**src/rtl/rrsa_pkg.sv**
```systemverilog
// ----------------------------------------------------------------------------
// rrsa_pkg: shared definitions for the round-robin sample averager
// Field widths, defaults, register index, the queued item type and the
// status bundle that the engine returns to the front end.
// ----------------------------------------------------------------------------
package rrsa_pkg;

  // Fixed field widths of the streams and the register.
  localparam int SAMPLE_W = 12;
  localparam int CHAN_W   = 3;
  localparam int CFG_W    = 3;
  localparam int NCH_W    = 4;  // effective channel count, up to MAX_CHANNELS
  localparam int NORM_W   = 16;
  localparam int FILL_W   = NORM_W - SAMPLE_W;

  // Stream and register port widths.
  localparam int IN_DATA_W  = 16;
  localparam int OUT_DATA_W = 32;
  localparam int OUT_PAD_W  = OUT_DATA_W - SAMPLE_W - NORM_W;
  localparam int APB_ADDR_W = 3;
  localparam int APB_DATA_W = 32;

  // Defaults for the top-level parameters.
  localparam int DEF_MAX_CHANNELS  = 5;
  localparam int DEF_ROUNDS        = 1024;
  localparam int DEF_AVERAGE_COUNT = 256;

  // Depth of the queue between front end and engine.
  localparam int QUEUE_DEPTH = 2;

  // Request kinds carried on in_tuser.
  localparam logic ACT_SAMPLE = 1'b0;
  localparam logic ACT_READ   = 1'b1;

  // Register index and reset value.
  localparam logic             REG_NUM_CHANNELS = 1'b0;
  localparam logic [CFG_W-1:0] NUM_CHANNELS_RST = 3'd1;

  // One classified request waiting for the engine.
  typedef struct packed {
    logic                is_read;
    logic                chan_ok;
    logic [SAMPLE_W-1:0] sample;
    logic [CHAN_W-1:0]   channel;
  } item_t;

  // Engine status seen by the front end.
  typedef struct packed {
    logic pop;       // head of the queue is consumed this cycle
    logic clearing;  // ring clear after reset is still running
  } eng_stat_t;

  // Shift-and-fill: the average moved up four bits, its top bits below.
  function automatic logic [NORM_W-1:0] normalize(input logic [SAMPLE_W-1:0] avg);
    return {avg, avg[SAMPLE_W-1 -: FILL_W]};
  endfunction

endpackage

```
**src/rtl/rrsa_front.sv**
```systemverilog
// ----------------------------------------------------------------------------
// rrsa_front: request intake and classification
// Accepts requests from the input stream, marks reads whose channel is in
// range, and holds them in a short queue for the engine.
// ----------------------------------------------------------------------------
module rrsa_front (
  input  logic                          clk,
  input  logic                          rst_n,
  input  logic                          in_tvalid,
  output logic                          in_tready,
  input  logic [rrsa_pkg::IN_DATA_W-1:0] in_tdata,   // sample[11:0], channel[14:12]
  input  logic                          in_tuser,   // action
  input  logic [rrsa_pkg::NCH_W-1:0]    n_eff,
  input  rrsa_pkg::eng_stat_t           stat,
  output logic                          q_valid,
  output rrsa_pkg::item_t               q_item
);
  import rrsa_pkg::*;

  localparam int PTR_W = (QUEUE_DEPTH > 1) ? $clog2(QUEUE_DEPTH) : 1;
  localparam int CNT_W = $clog2(QUEUE_DEPTH + 1);

  item_t            q_mem_r [QUEUE_DEPTH];
  logic [PTR_W-1:0] wr_ptr_r, wr_ptr_nxt;
  logic [PTR_W-1:0] rd_ptr_r, rd_ptr_nxt;
  logic [CNT_W-1:0] cnt_r, cnt_nxt;
  item_t            in_item;
  logic             push;
  logic             pop;

  // Unpack the request and decide whether a read targets a live channel.
  always_comb begin
    in_item.is_read = (in_tuser == ACT_READ);
    in_item.sample  = in_tdata[SAMPLE_W-1:0];
    in_item.channel = in_tdata[SAMPLE_W +: CHAN_W];
    in_item.chan_ok = (NCH_W'(in_item.channel) < n_eff);
  end

  // Nothing enters while the ring is being cleared.
  assign in_tready = (cnt_r != CNT_W'(QUEUE_DEPTH)) && !stat.clearing;
  assign push      = in_tvalid && in_tready;
  assign pop       = stat.pop;
  assign q_valid   = (cnt_r != '0);
  assign q_item    = q_mem_r[rd_ptr_r];

  // Queue pointers and fill level.
  always_comb begin
    wr_ptr_nxt = wr_ptr_r;
    rd_ptr_nxt = rd_ptr_r;
    cnt_nxt    = cnt_r;
    if (push) begin
      wr_ptr_nxt = (wr_ptr_r == PTR_W'(QUEUE_DEPTH - 1)) ? '0 : wr_ptr_r + 1'b1;
    end
    if (pop) begin
      rd_ptr_nxt = (rd_ptr_r == PTR_W'(QUEUE_DEPTH - 1)) ? '0 : rd_ptr_r + 1'b1;
    end
    if (push && !pop) begin
      cnt_nxt = cnt_r + 1'b1;
    end else if (pop && !push) begin
      cnt_nxt = cnt_r - 1'b1;
    end
  end

  always_ff @(posedge clk) begin
    if (!rst_n) begin
      wr_ptr_r <= '0;
      rd_ptr_r <= '0;
      cnt_r    <= '0;
    end else begin
      wr_ptr_r <= wr_ptr_nxt;
      rd_ptr_r <= rd_ptr_nxt;
      cnt_r    <= cnt_nxt;
    end
  end

  // Queue storage.
  always_ff @(posedge clk) begin
    if (push) begin
      q_mem_r[wr_ptr_r] <= in_item;
    end
  end

endmodule

```
**config.mk**
```make
export PLATFORM = sky130hd
export DESIGN_NAME = rrsa_front
export DESIGN_NICKNAME = d
export VERILOG_FILES = /design/src/rtl/rrsa_pkg.sv /design/src/rtl/rrsa_front.sv
export SDC_FILE = /design/constraint.sdc
export NUM_CORES = 1
export LEC_CHECK = 0
export BUFFER_PORTS_ARGS = -buffer_cell sky130_fd_sc_hd__buf_4
export CORE_MARGIN = 10
export CORE_UTILIZATION = 37
export CTS_BUF_LIST = sky130_fd_sc_hd__clkbuf_2 sky130_fd_sc_hd__clkbuf_4 sky130_fd_sc_hd__clkbuf_8
export DETAILED_ROUTE_END_ITERATION = 10
export GPL_TIMING_DRIVEN = 0
export PLACE_DENSITY = 0.65
export SETUP_SLACK_MARGIN = 0.02
export SYNTH_ARGS = -nofsm -noshare
export SYNTH_HDL_FRONTEND = slang
export SYNTH_SLANG_ARGS = --single-unit
```
**constraint.sdc**
```tcl
create_clock -name clk -period 2.9 [get_ports clk]
set_clock_uncertainty 0.2 [all_clocks]
set_input_delay 0.58 -clock clk [delete_from_list [all_inputs] [get_ports clk]]
set_output_delay 0.58 -clock clk [all_outputs]
set_load 0.1 [all_outputs]
```
[Yosys cells after proc, flatten, opt, wreduce, memory -nomap -nowiden]
Memories as Yosys holds them, arrays and structs flattened. A register that Yosys moved wholly into a read port is not among the register bits.
Index checks and enable logic that the tools add are counted.
Storage, ports and cells
  register bits after elaboration: 4
  RAM bits: 34
  memories kept: 1
  input bits: 26
Operators by class
  $add $sub $neg: 4
  reductions and logical operators: 9
  magnitude comparators: 1
  muxes and demuxes: 8
  equal/unequal tests: 1
Memories
  q_mem_r: words 2, width 17, rd ports 1, clocked after Yosys merged registers in 1, write ports 1, line rrsa_front.sv:23  | item_t q_mem_r [QUEUE_DEPTH];
Operators by type and width (number)
  $mux 1: 6
  $logic_and 1x1->1: 4
  $lt 3x4->1: 1
  $mux 2: 2
  $reduce_bool 2->1: 2
  $logic_not 1->1: 3
  $add 1x1->1 const B: 2
  $add 2x1->2 const B: 1
  $ne 2x2->1 const B: 1
  $sub 2x1->2 const B: 1

[Depth between registers and ports, before layout]
Gate-level depths: netlist of run 1.
  depth after elaboration: 7
  mapped depth: 6
  mapped depth without buffers: 6

[Worst setup path before layout of run 1]
Ideal clock, no wire load.
  path kind: input -> output
  start: input stat[0] (netlist bit)
  end: output in_tready
  cell stages on the path: 1
  setup slack: 0.287 ns
  arrival time: 1.833 ns
  data required time: 2.120 ns
  path through: nor2_1
Between the ends
  longest elaborated chain between the ends: 2
RTL lines
  start: declaration: line rrsa_front.sv:14  | input rrsa_pkg::eng_stat_t stat,
  $logic_not 1->1: line rrsa_front.sv:40  | assign in_tready = (cnt_r != CNT_W'(QUEUE_DEPTH)) && !stat.clearing;
  $logic_and 1x1->1: line rrsa_front.sv:40
  end: declaration: line rrsa_front.sv:10  | output logic in_tready,
No other way between the ends.

==> results.json, run 1 <==
{
  "status": "completed",
  "hpwl_um": 2088,
  "cts.sinks": 39,
  "ys_ff_latch": 39,
  "worstSetupPathDepth": 4,
  "crit_top_cell": "buf_4",
  "grt_pass1_vias": 995,
  "p_leak_nw": 0.8028,
  "worstPathArrival_ns": 1.61,
  "rows": 23,
  "ios": 45,
  "crit_path_max_fanout": 10,
  "dp_slack_ns": 0.4915,
  "num_vias": 856,
  "required_ns": 2.12,
  "reg2reg_slack_ns": 0.77,
  "ys.flop_type": "edfxtp_1",
  "gp_routability_congestion": 0.6619,
  "worstPathCellList": "buf_2, buf_4, mux2_2, buf_4",
  "hp-start": "in_tdata[4]",
  "synthArstFlopShare_pct": 0,
  "antenna_found_initial": 0,
  "relSlewSlack_pct": 39.58,
  "critical_path_class": "reg2out",
  "fin_nets": 165,
  "cts_tree": "built",
  "grt_setup_unrepaired": "false",
  "holdPathEnd": "q_mem_r[0][7]",
  "drtIter0Drc": 27,
  "cp-start-kind": "register",
  "p_per_area_mw_per_mm2": 764.9,
  "numCtsBuffers": 5,
  "cts_setup_buffers": 0,
  "maxSlewViolCount": 0,
  "drc": 0,
  "clock_latency_ns": 0.28,
  "fin_cells": 187,
  "period_needed_ns": 2.392,
  "finalHoldViolations": 0,
  "core_area_sq_mm": 0.004000,
  "finalCritPeriodShare_pct": 82.47,
  "syn_inst": 86,
  "finalWorstSetupSlack_ns": 0.5083,
  "cts.reportedPaths.clkPinSlew_ns": 0.07,
  "track_usage_pct": 8.056,
  "cts_resized": 0,
  "tightestPinTransition_ns": 0.9023,
  "hp-class": "in2reg",
  "die_area_sq_mm": 0.007081,
  "cp_slowest_stage_delay_ns": 0.35,
  "clockBufferDepth": 2,
  "fmax_mhz": 418.1,
  "r2r_start": "cnt_r[0]",
  "routed_via_density": 4.578,
  "totalWireLength_um": 2762,
  "dieWidth_um": 84.15,
  "cap_viol_max_count": 0,
  "crit_path_end_kind": "primary output",
  "ff2ff_path_depth": 3,
  "grt_max_degree": 18,
  "synth_area_leaders": "edfxtp_1 (67%), mux2_2 (13%), dfxtp_1 (6.6%)",
  "hold_buffers": 0,
  "synth_edf_count": 34,
  "yosys.area.top_type": "edfxtp_1",
  "ir_drop_mv": 0.4231,
  "postRouteAntennaNets": 0,
  "overflow": 0,
  "wl_per_cell_um": 14.77,
  "diodes": 0,
  "ys_seq_area_share_pct": 73.62,
  "placement.io_buffers": 43,
  "syn-cell-area_sq_mm": 0.001523,
  "dp.cells": 179,
  "synthDistinctLibCells": 21,
  "min_delay_path_depth": 1,
  "syn_avg_cell_area_sq_um": 17.71,
  "synth_top_area_share_pct": 67.05,
  "r2r_end": "q_mem_r[0][9]",
  "grt_pass1_wl_um": 4554,
  "htreeDepth": 2,
  "crit_buf_inv": 3,
  "die_y_um": 84.15,
  "cp_slowest_cell": "mux2_2",
  "cts_root_buf": "clkbuf_8",
  "synth.most_common_cell": "edfxtp_1",
  "dr.pass1.iters": 2,
  "start_util_pct": 38.07,
  "syn_nets": 115,
  "final.setup.tns_ns": 0,
  "drive_above_1_share_pct": 53.28,
  "synthTopCellsByCount": "edfxtp_1 (34), mux2_2 (17), dfxtp_1 (5)",
  "setup_viol": 0,
  "yosys_warnings": 0,
  "crit_family": "buffers and inverters",
  "syn2layout_area_growth_pct": 34.43
}
## worst max path at each step
stage	start	end	slack [ns]
after floorplan	stat[0]	in_tready	0.29
after global placement	stat[0]	q_mem_r[0][9]	0.03
after detailed placement	stat[0]	q_mem_r[0][9]	0.49
after CTS	register	q_item[12]	0.47
after global routing	register	q_item[13]	0.42
final	register	q_item[12]	0.51
## state kept, by name (all words and copies together), names as in the netlist, named ones only
register	flops
cnt_r	2
rd_ptr_r	1
q_mem_r	34
wr_ptr_r	1
## through the flow
step	instance area (sq um)	hold WS (ns)	total power [mW]	utilization (%)
final	2047	0.2839	1.566	51.17
after global routing	2047	0.2687	1.623	51.17
after CTS	2047	0.2698	1.587	51.17
after detailed placement	1911	0.2923	1.061	47.76
after global placement	1908	0.2616	1.053	47.70
after floorplan	1523	0.2514	0.9672	-
## area by class of cell
cell class | instances | area, sq um
Timing Repair Buffer | 43 | 322.8
Fill cell | 358 | 1953
Buffer | 2 | 12.51
Clock buffer | 6 | 76.32
Multi-Input combinational cell | 42 | 380.4
Sequential cell | 39 | 1121
Tap cell | 50 | 62.56
Inverter | 3 | 11.26
Clock inverter | 2 | 60.06
## metal layers
metal	global-route usage, %	routed length, um	up-vias	part of all wire, %
met5	0	0	-	0
met4	5.175	60	0	2.2
met3	2.609	171	5	6.2
met2	15.77	1571	24	57
met1	6.644	958	411	35
li1	-	-	416	-
## cells in the final DEF (no fill, tap or decap)
master     count
nand2_1        1
buf_4         44
nand2b_1       2
bufinv_16      2
nor2_1         2
edfxtp_1      34
or3_1          2
a21boi_1       1
xnor2_1        1
xor2_1         2
clkbuf_4       1
ha_1           3
nor3b_2        1
clkbuf_8       5
mux2_2        17
or2_2          1
dfxtp_1        5
nor2b_1        1
o21ai_0        1
inv_1          3
a211oi_1       1
nor2b_2        1
buf_2          1
mux2i_1        1
and2_1         4
## where the power goes
group | internal, mW | switching, mW
logic | 0.106 | 0.281
registers | 0.645 | 0.0116
clock network | 0.353 | 0.169
total | 1.10 | 0.462
## logic make-up after synthesis
kind of cell | after synthesis | share of synthesized area (%)
mux | 18 | 13.23
xor+xnor | 3 | 1.726
flops | 39 | 73.62
compound gates | 3 | 1.315
fa+ha+maj | 3 | 2.465
simple gates | 15 | 6.080
buf+inv | 5 | 1.561
(Power assumes the default switching activity.)
==> run 2: changes to the inputs <==
Settings changed: PLACE_DENSITY 0.65 to 0.68.
Clock period 2.9 ns to 2.2 ns, I/O delays scaled along.
==> run 2 against run 1 <==
Sequential power up 32%. Clock-buffer cell count down 1. Highest routed layer unchanged. Flip-flop and latch count unchanged. Core utilization up 0.78 points. Largest cell class unchanged. Final cell count unchanged. Clock power up 6.9%.
==> results.json, run 2 (synthesis gave the netlist of run 1 again) <==
{
  "die_y_um": 84.15,
  "cp_slowest_stage_delay_ns": 0.35,
  "fin_area_sq_mm": 0.002078,
  "fin_cells": 187,
  "clock_latency_ns": 0.28,
  "reg_top3": "q_mem_r x34, cnt_r x2",
  "placement.io_buffers": 43,
  "maxSlewViolCount": 0,
  "dr.pass1.iters": 3,
  "crit_path_end_kind": "primary output",
  "largest_reg_flops": 34,
  "setup_viol": 0,
  "swShare_pct": 31.63,
  "worstPathArrival_ns": 1.43,
  "routed_via_density": 4.679,
  "numCtsBuffers": 5,
  "grt_setup_unrepaired": "false",
  "critical_path_class": "reg2out",
  "grt_max_degree": 18,
  "start_util_pct": 38.07,
  "drc": 0,
  "min_delay_path_depth": 1,
  "final_util_pct": 51.96,
  "combinationalPowerShare_pct": 27.3,
  "final_common_cell": "edfxtp_1",
  "clockPowerShare_pct": 28.5,
  "num_vias": 875,
  "regMostFlops": "q_mem_r",
  "r2r_start": "cnt_r[0]",
  "required_ns": 1.56,
  "dp_slack_ns": -0.09310,
  "postRouteAntennaNets": 0,
  "track_usage_pct": 8.138,
  "cts_tree": "built",
  "drive_above_1_share_pct": 54.01,
  "period_needed_ns": 2.071,
  "overflow": 0,
  "pwr-share-seq_pct": 44.2,
  "hp-start": "in_tdata[7]",
  "dpl-instance-area_sq_mm": 0.001913,
  "holdPathEnd": "q_mem_r[1][10]",
  "relSlewSlack_pct": 65.32,
  "dp.cells": 179,
  "finalHoldViolations": 0,
  "finalWorstSetupSlack_ns": 0.1285,
  "final.setup.tns_ns": 0,
  "wl_per_cell_um": 15.35,
  "final_cell_mix": "edfxtp_1 (34), buf_4 (33), mux2_2 (17)",
  "worstPathCellList": "buf_6, buf_8, mux2_2, buf_6",
  "use_met2_pct": 15.15,
  "htreeDepth": 2,
  "cap_viol_max_count": 0,
  "reg2reg_slack_ns": 0.31,
  "cp_slowest_cell": "mux2_2",
  "clockBufferDepth": 2,
  "internal_power_mw": 1.340,
  "grtUsageMet1_pct": 7.679,
  "totalWireLength_um": 2871,
  "syn2layout_area_growth_pct": 36.48,
  "dieWidth_um": 84.15,
  "diodes": 0,
  "whs_ns": 0.1356,
  "ir_drop_mv": 0.4419,
  "hold_buffers": 0,
  "gr-usage-met3_pct": 3.092,
  "gp_routability_congestion": 0.6450,
  "tightestPinTransition_ns": 0.5191,
  "p_per_area_mw_per_mm2": 943.4,
  "fmax_mhz": 482.8,
  "grt_pass1_wl_um": 4602,
  "ios": 45,
  "die_area_sq_mm": 0.007081,
  "antenna_found_initial": 0,
  "top_usage_layer": "met2",
  "cp-start-kind": "register",
  "p_leak_nw": 0.8085,
  "r2r_end": "q_mem_r[0][2]",
  "finalCritPeriodShare_pct": 94.16,
  "crit_path_max_fanout": 10,
  "hp-class": "in2reg",
  "total_power_mw": 1.961,
  "p_switching_mw": 0.6202,
  "fillCellCount": 339,
  "rows": 23,
  "grt_pass1_vias": 967,
  "cts.sinks": 39,
  "crit_top_cell": "buf_6",
  "hpwl_um": 2152,
  "cts_root_buf": "clkbuf_8",
  "drtIter0Drc": 33,
  "core_area_sq_mm": 0.004000,
  "cts.reportedPaths.clkPinSlew_ns": 0.07,
  "ff2ff_path_depth": 3,
  "status": "completed",
  "fin_nets": 165
}
run 2: what timing repair did:
action,4_1_cts,5_1_grt
endpoints found under the hold margin,0,0
setup endpoints to repair,27,27
pin swaps,0,0
resized for setup,3,13
setup buffers,0,0
run 2: layer usage:
| metal | vias up | wire, um |
|---|---|---|
| met5 | - | 0 |
| met4 | 0 | 48 |
| met3 | 4 | 153 |
| met2 | 24 | 1650 |
| met1 | 429 | 1018 |
| li1 | 418 | - |
run 2: cell type report:
type                       instances  area, sq um  area share, %
clock inverter                     3        38.79          1.866
multi-input combinational         42        389.1          18.72
buffer                             2        26.28          1.264
timing repair buffer              43        360.3          17.34
inverter                           3        11.26         0.5418
tap                               50        62.56          3.010
clock buffer                       5        68.82          3.311
sequential                        39         1121          53.94
run 2: critical path: cells and delay by family, from the launching register on:
family | cells | cell delay [ns]
buffers and inverters | 3 | 0.48
multiplexers | 1 | 0.35
flip-flops | 1 | 0.32
run 2: how the worst max path moves through the flow:
stage	startpoint	end	slack, ns
floorplan	cnt_r[0]	q_mem_r[0][0]	0.06
global placement	stat[0]	q_mem_r[0][3]	-0.54
detailed placement	stat[0]	q_mem_r[0][3]	-0.09
CTS	register	q_item[3]	0.02
global route	register	q_item[1]	0.03
finish	register	q_item[3]	0.13
run 2: power by group through the flow:
stage | Clock, mW | Sequential [mW] | Combinational, mW
2_1_floorplan | 0 | 0.878 | 0.398
3_3_place_gp | 0 | 0.880 | 0.510
3_5_place_dp | 0 | 0.882 | 0.520
4_1_cts | 0.577 | 0.866 | 0.525
5_1_grt | 0.616 | 0.871 | 0.561
6_report | 0.558 | 0.866 | 0.536
